[src/sv/llat_pkg.sv]
// Shared types and constants for the loiter lap angle tracker.
// No dependencies.
`timescale 1ns / 1ps

package llat_pkg;

  localparam int unsigned CFG_DATA_W = 20;
  localparam int unsigned CFG_ADDR_W = 2;

  localparam logic [CFG_ADDR_W-1:0] REG_CCW_DIR      = 2'd0;
  localparam logic [CFG_ADDR_W-1:0] REG_LAP_INTERVAL = 2'd1;
  localparam logic [CFG_ADDR_W-1:0] REG_ALT_TOL      = 2'd2;

  localparam logic [19:0] LAP_INTERVAL_RESET = 20'd108000;
  localparam logic [16:0] ALT_TOL_RESET      = 17'd500;

  localparam logic CMD_CLEAR  = 1'b0;
  localparam logic CMD_UPDATE = 1'b1;

  typedef struct packed {
    logic               command;
    logic [15:0]        bearing_cd;
    logic               at_position;
    logic signed [31:0] altitude_cm;
    logic signed [31:0] goal_altitude_cm;
  } in_t;

  typedef struct packed {
    logic signed [31:0] angle_sum_cd;
    logic               alt_reached;
    logic               alt_unachievable;
  } out_t;

  typedef struct packed {
    logic        ccw_dir;
    logic [19:0] lap_interval_cd;
    logic [16:0] alt_tolerance_cm;
  } cfg_t;

  typedef struct packed {
    logic signed [31:0] angle_sum;
    logic [15:0]        previous_bearing;
    logic signed [31:0] lap_start_altitude;
    logic signed [31:0] next_check_sum;
    logic               reached;
    logic               unachievable;
  } state_t;

endpackage

[src/sv/llat_step.sv]
// Next-state logic for one navigation tick of the tracker.
// Depends on llat_pkg.
`timescale 1ns / 1ps

module llat_step (
  input  llat_pkg::in_t    item,
  input  llat_pkg::state_t st,
  input  llat_pkg::cfg_t   cfg,
  output llat_pkg::state_t st_nxt
);

  function automatic logic signed [31:0] sat32(input logic signed [33:0] v);
    logic signed [31:0] res;
    if (v > 34'sd2147483647) begin
      res = 32'sh7FFFFFFF;
    end else if (v < -34'sd2147483648) begin
      res = 32'sh80000000;
    end else begin
      res = v[31:0];
    end
    return res;
  endfunction

  function automatic logic signed [33:0] abs34(input logic signed [33:0] v);
    return (v < 0) ? -v : v;
  endfunction

  logic               sum_zero;
  logic signed [16:0] raw_d;
  logic signed [31:0] lap_base;
  logic signed [31:0] chk_base;
  logic [17:0]        shifted;
  logic [17:0]        rem;
  logic signed [16:0] wrap_d;
  logic signed [16:0] step_d;
  logic signed [31:0] new_sum;
  logic signed [33:0] abs_sum;
  logic signed [33:0] tol_x;
  logic signed [33:0] intv_x;
  logic               alt_ok;
  logic               lap_still;

  assign sum_zero = (st.angle_sum == 32'sd0);
  assign tol_x    = $signed(34'(cfg.alt_tolerance_cm));
  assign intv_x   = $signed(34'(cfg.lap_interval_cd));

  always_comb begin
    lap_base = st.lap_start_altitude;
    chk_base = st.next_check_sum;
    if (sum_zero && !item.at_position) begin
      raw_d = 17'sd0;
    end else if (sum_zero) begin
      raw_d    = 17'sd1;
      lap_base = item.altitude_cm;
      chk_base = $signed(32'(cfg.lap_interval_cd));
    end else begin
      raw_d = $signed({1'b0, item.bearing_cd}) - $signed({1'b0, st.previous_bearing});
    end
  end

  // bring into [0, 36000) then fold into (-18000, 18000]
  always_comb begin
    shifted = 18'(19'(raw_d) + 19'sd72000);
    if (shifted >= 18'd108000) begin
      rem = shifted - 18'd108000;
    end else if (shifted >= 18'd72000) begin
      rem = shifted - 18'd72000;
    end else if (shifted >= 18'd36000) begin
      rem = shifted - 18'd36000;
    end else begin
      rem = shifted;
    end
    if (rem > 18'd18000) begin
      wrap_d = 17'($signed({1'b0, rem}) - 19'sd36000);
    end else begin
      wrap_d = $signed(rem[16:0]);
    end
  end

  assign step_d  = cfg.ccw_dir ? -wrap_d : wrap_d;
  assign new_sum = sat32(34'(st.angle_sum) + 34'(step_d));
  assign abs_sum = abs34(34'(new_sum));

  assign alt_ok    = item.at_position &&
                     (abs34(34'(item.altitude_cm) - 34'(item.goal_altitude_cm)) < tol_x);
  assign lap_still = abs34(34'(item.altitude_cm) - 34'(lap_base)) < tol_x;

  always_comb begin
    st_nxt = st;
    if (item.command == llat_pkg::CMD_CLEAR) begin
      st_nxt.angle_sum    = 32'sd0;
      st_nxt.reached      = 1'b0;
      st_nxt.unachievable = 1'b0;
    end else begin
      st_nxt.previous_bearing   = item.bearing_cd;
      st_nxt.angle_sum          = new_sum;
      st_nxt.lap_start_altitude = lap_base;
      st_nxt.next_check_sum     = chk_base;
      if (alt_ok) begin
        st_nxt.reached        = 1'b1;
        st_nxt.unachievable   = 1'b0;
        st_nxt.next_check_sum = sat32(34'(new_sum) + intv_x);
      end else if (!st.reached && (abs_sum >= 34'(chk_base))) begin
        st_nxt.unachievable       = lap_still;
        st_nxt.lap_start_altitude = item.altitude_cm;
        st_nxt.next_check_sum     = sat32(34'(chk_base) + intv_x);
      end
    end
  end

endmodule

[src/sv/loiter_lap_angle_tracker.sv]
// Loiter lap angle tracker, top level.
// Input beat to result beat passes an input register, then a result register.
// Throughput: one beat per cycle while out_ready is high; the tracker state loop is closed by llat_step and state_r.
// Reset (rst_n low, synchronous): state cleared, config to defaults, both channels empty.
// Depends on llat_pkg and llat_step.
`timescale 1ns / 1ps

module loiter_lap_angle_tracker (
  input  logic                                clk,
  input  logic                                rst_n,
  input  logic                                in_valid,
  output logic                                in_ready,
  input  llat_pkg::in_t                       in_data,
  output logic                                out_valid,
  input  logic                                out_ready,
  output llat_pkg::out_t                      out_data,
  input  logic                                cfg_we,
  input  logic [llat_pkg::CFG_ADDR_W-1:0]     cfg_addr,
  input  logic [llat_pkg::CFG_DATA_W-1:0]     cfg_wdata
);

  llat_pkg::cfg_t   cfg_r;
  llat_pkg::state_t state_r;
  llat_pkg::state_t state_nxt;
  llat_pkg::in_t    in_r;
  logic             in_v_r;
  logic             out_v_r;
  llat_pkg::out_t   out_r;
  logic             advance;
  logic             fire;

  assign advance  = !out_v_r || out_ready;
  assign fire     = in_v_r && advance;
  assign in_ready = !in_v_r || advance;

  llat_step u_step (
    .item   (in_r),
    .st     (state_r),
    .cfg    (cfg_r),
    .st_nxt (state_nxt)
  );

  always_ff @(posedge clk) begin
    if (!rst_n) begin
      cfg_r.ccw_dir          <= 1'b0;
      cfg_r.lap_interval_cd  <= llat_pkg::LAP_INTERVAL_RESET;
      cfg_r.alt_tolerance_cm <= llat_pkg::ALT_TOL_RESET;
    end else if (cfg_we) begin
      case (cfg_addr)
        llat_pkg::REG_CCW_DIR:      cfg_r.ccw_dir          <= cfg_wdata[0];
        llat_pkg::REG_LAP_INTERVAL: cfg_r.lap_interval_cd  <= cfg_wdata;
        llat_pkg::REG_ALT_TOL:      cfg_r.alt_tolerance_cm <= cfg_wdata[16:0];
        default: ;
      endcase
    end
  end

  always_ff @(posedge clk) begin
    if (!rst_n) begin
      state_r <= '0;
      in_v_r  <= 1'b0;
      out_v_r <= 1'b0;
    end else begin
      if (in_ready) begin
        in_v_r <= in_valid;
      end
      if (fire) begin
        state_r <= state_nxt;
        out_v_r <= 1'b1;
      end else if (out_ready) begin
        out_v_r <= 1'b0;
      end
    end
  end

  always_ff @(posedge clk) begin
    if (in_valid && in_ready) begin
      in_r <= in_data;
    end
    if (fire) begin
      out_r.angle_sum_cd     <= state_nxt.angle_sum;
      out_r.alt_reached      <= state_nxt.reached;
      out_r.alt_unachievable <= state_nxt.unachievable;
    end
  end

  assign out_valid = out_v_r;
  assign out_data  = out_r;

endmodule

[config.mk]
export PLATFORM = sky130hd
export DESIGN_NAME = loiter_lap_angle_tracker
export DESIGN_NICKNAME = d
export VERILOG_FILES = /design/src/sv/llat_pkg.sv /design/src/sv/llat_step.sv /design/src/sv/loiter_lap_angle_tracker.sv
export SDC_FILE = /design/constraint.sdc
export NUM_CORES = 1
export LEC_CHECK = 0
export BUFFER_PORTS_ARGS = -buffer_cell sky130_fd_sc_hd__clkbuf_2
export CORE_MARGIN = 3
export CORE_UTILIZATION = 40
export CTS_BUF_LIST = sky130_fd_sc_hd__clkbuf_8 sky130_fd_sc_hd__clkbuf_16
export DETAILED_ROUTE_END_ITERATION = 12
export HOLD_SLACK_MARGIN = 0.02
export PLACE_DENSITY = 0.66
export SETUP_SLACK_MARGIN = 0.15
export SYNTH_ARGS = -nofsm -noshare
export SYNTH_HDL_FRONTEND = slang
export SYNTH_SLANG_ARGS = --single-unit
[constraint.sdc]
create_clock -name clk -period 17.9 [get_ports clk]
set_input_delay 3.58 -clock clk [delete_from_list [all_inputs] [get_ports clk]]
set_output_delay 3.58 -clock clk [all_outputs]
set_load 0.05 [all_outputs]
==> results_dict.tcl <==
set metrics [dict create \
    outcome "complete, no violations" \
    drtPass1Iterations 7 \
    num_rows 92 \
    critPathCaptureType "register" \
    synth_warnings 0 \
    fin_worst_skew_ns 0.02783 \
    post_drt_wl_per_cell_microns 17.21 \
    grt_pass1_vias 22330 \
    die_x_microns 259.1 \
    start_kind "register" \
    clk_root_buffer_cell "clkbuf_16" \
    cp_slowest_cell "a41oi_1" \
    ant_nets 0 \
    arrival_ns 16.36 \
    cts_sinks 270 \
    io_pins 145 \
    ys_top_cells_by_count "415 x nand2_1, 286 x a21oi_1, 243 x nor2_1" \
    path_clk_slew_ns 0.07 \
    netlist_instances 3234 \
    synth.avg_cell_area_sq_um 7.923 \
    yosysMostFrequentCell "nand2_1" \
    maxCapViolCount 0 \
    max_slew.worst_pin.slew_ns 1.125 \
    initial_core_util_pct 40.55 \
    layout.nets 3665 \
    post-route-period-util_pct 88.80 \
    die_h_microns 259.1 \
    crit_path_max_incr_delay_ns 0.90 \
    crit_top_cell "o21ai_0" \
    core_area_sq_um 63200 \
    grt_pass1_wl_microns 116100 \
    insertion_delay_ns 0.57 \
    rsz0062_at_grt "false" \
    mappedNetlistArea_sq_um 25620 \
    hold_end "state_r[79]$_SDFFE_PN0P_" \
    grt_overflow 0 \
    hold-path-cell-count 2 \
    drive_above_1_share_pct 9.425 \
    gp_congestion 0.9116 \
    vias 23930 \
    htreeDepth 2 \
    cts_hold_buf 0 \
    vias_per_cell 5.712 \
    reg2reg_slack_ns 2.01 \
    worst-path-buf-inv 4 \
    r2r_start "in_r[65]$_DFFE_PP_" \
    synth_top_area_share_pct 13.59 \
    synth_area_leaders "edfxtp_1 14%, dfxtp_1 12%, ha_1 11%, nand2_1 6.1%, a21oi_1 5.6%" \
    drtIter0Drc 1765 \
    cts_buffer_depth 3 \
    fmax_mhz 62.91 \
    cts_made_buffers 35 \
    drc_errors 0 \
    antenna_found_initial 3 \
    worstSetupPathType "reg -> reg" \
    post-route-min-period_ns 15.89 \
    critPathTopFamily "compound AO/OA/AOI/OAI gates" \
    track_usage_pct 20.93 \
    grt_max_degree 109 \
    hold_viol_final 0 \
    setup-tns-final_ns 0 \
    slew_headroom_pct 23.99 \
    cts_resized 0 \
    synth_edf_count 116 \
    cts_tree "yes" \
    area_growth_pct 10.48 \
    ys_types 119 \
    hp-class "reg -> reg" \
    ys_seq_elements 270 \
    async_flop_share_pct 0 \
    path_max_fanout 17 \
    totalWireLength_microns 72110 \
    dp_hpwl_microns 55380 \
    critPathRequiredTime_ns 18.37 \
    ys_seq_area_share_pct 25.62 \
    io_buffer_count 144 \
    ys.flop_type "dfxtp_1" \
    die-area_sq_um 67140 \
    rr_endpoint "state_r[32]$_SDFFE_PN0P_" \
    postCtsSetupBuffers 0 \
    drv_slew 0 \
    hp-start "state_r[79]$_SDFFE_PN0P_" \
    synth_top_area_cell "edfxtp_1" \
    r2r_cells 62 \
    report.final.setup_viol 0 \
]
## worst reg2reg max path: cells and delay by family, from the launching register on
| family | cells | cell delay, ns |
|---|---|---|
| buffers and inverters | 4 | 0.65 |
| multiplexers | 1 | 0.27 |
| flip-flops | 1 | 0.35 |
| AND/OR/NAND/NOR | 16 | 4.51 |
| adder cells (fa/ha/maj) | 6 | 2.03 |
| AO/OA/AOI/OAI | 32 | 7.55 |
| XOR/XNOR | 3 | 0.50 |
## through the flow
stage / util (%) / setup slack [ns] / area, sq um / hold slack (ns) / instances
finish: 44.80 / 2.005 / 28310 / 0.4517 / 4190
global route: 44.80 / 0.4233 / 28310 / 0.4685 / 4190
CTS: 44.79 / 2.157 / 28310 / 0.4546 / 4188
detailed placement: 42.93 / 2.198 / 27130 / 0.4467 / 4125
global placement: 42.93 / 2.457 / 27130 / 0.4426 / 4125
floorplan: - / 3.676 / 25630 / 0.4344 / 3235
## metal layers
metal	wire length (microns)	track usage, %	share of wire (%)
met1	32950	28.01	46
met2	33420	35.39	46
met3	3811	2.244	5.3
met4	1935	6.483	2.7
met5	0	0	0
## placed cells by master, fill, tap and decap left out, types with 38 or more instances in the layout
master	n
xor2_1	59
o21ai_0	166
o21a_1	55
clkbuf_2	143
nor3_1	64
nand4_1	41
or3_1	38
dfxtp_1	154
edfxtp_1	116
nor2b_1	41
nand2_1	414
nor2_1	242
nand3_1	70
and2_1	53
a21oi_1	285
xnor2_1	129
a21o_1	75
a31oi_1	47
a211oi_1	40
mux2i_1	94
ha_1	234
inv_1	174
## worst max-delay path by stage
stage | start | to | depth (start not counted) | slack [ns]
after floorplan | in_r[65]$_DFFE_PP_ | state_r[0]$_SDFFE_PN0P_ | 65 | 3.68
after global placement | in_r[65]$_DFFE_PP_ | state_r[0]$_SDFFE_PN0P_ | 58 | 2.46
after detailed placement | in_r[65]$_DFFE_PP_ | state_r[0]$_SDFFE_PN0P_ | 59 | 2.20
after CTS | in_r[65]$_DFFE_PP_ | state_r[0]$_SDFFE_PN0P_ | 59 | 2.16
after global routing | in_r[65]$_DFFE_PP_ | state_r[26]$_SDFFE_PN0P_ | 61 | 0.42
final | in_r[65]$_DFFE_PP_ | state_r[32]$_SDFFE_PN0P_ | 62 | 2.01
## state kept, by name, indices dropped and copies added (netlist names)
register / count
state_r: 114
in_v_r: 1
out_valid: 1
out_data: 34
cfg_r: 38
in_r: 82
## area by class of cell
type,count,area (sq um)
Multi-Input combinational cell,2665,17930
Timing Repair Buffer,170,918.4
Clock inverter,24,232.7
Inverter,174,653.1
Tap cell,846,1059
Sequential cell,270,6566
Clock buffer,39,942.2
Antenna cell,2,5.005
Fill cell,6294,34880
## kinds of logic after synthesis
kind of cell / Yosys count / share of synthesized area [%]
and+or+nand+nor: 1152 / 21.80
AOI/OAI and AO/OA: 963 / 24.76
buffers and inverters: 300 / 4.580
DFF: 270 / 25.63
adders and majority gates: 251 / 12.32
xor gates and xnor gates: 192 / 6.680
muxes: 105 / 4.224
other: 1 / 0.01463
Power is left out: the tool's default activity adds up to more than one toggle a clock period on the data nets, which glitch-free logic cannot reach.
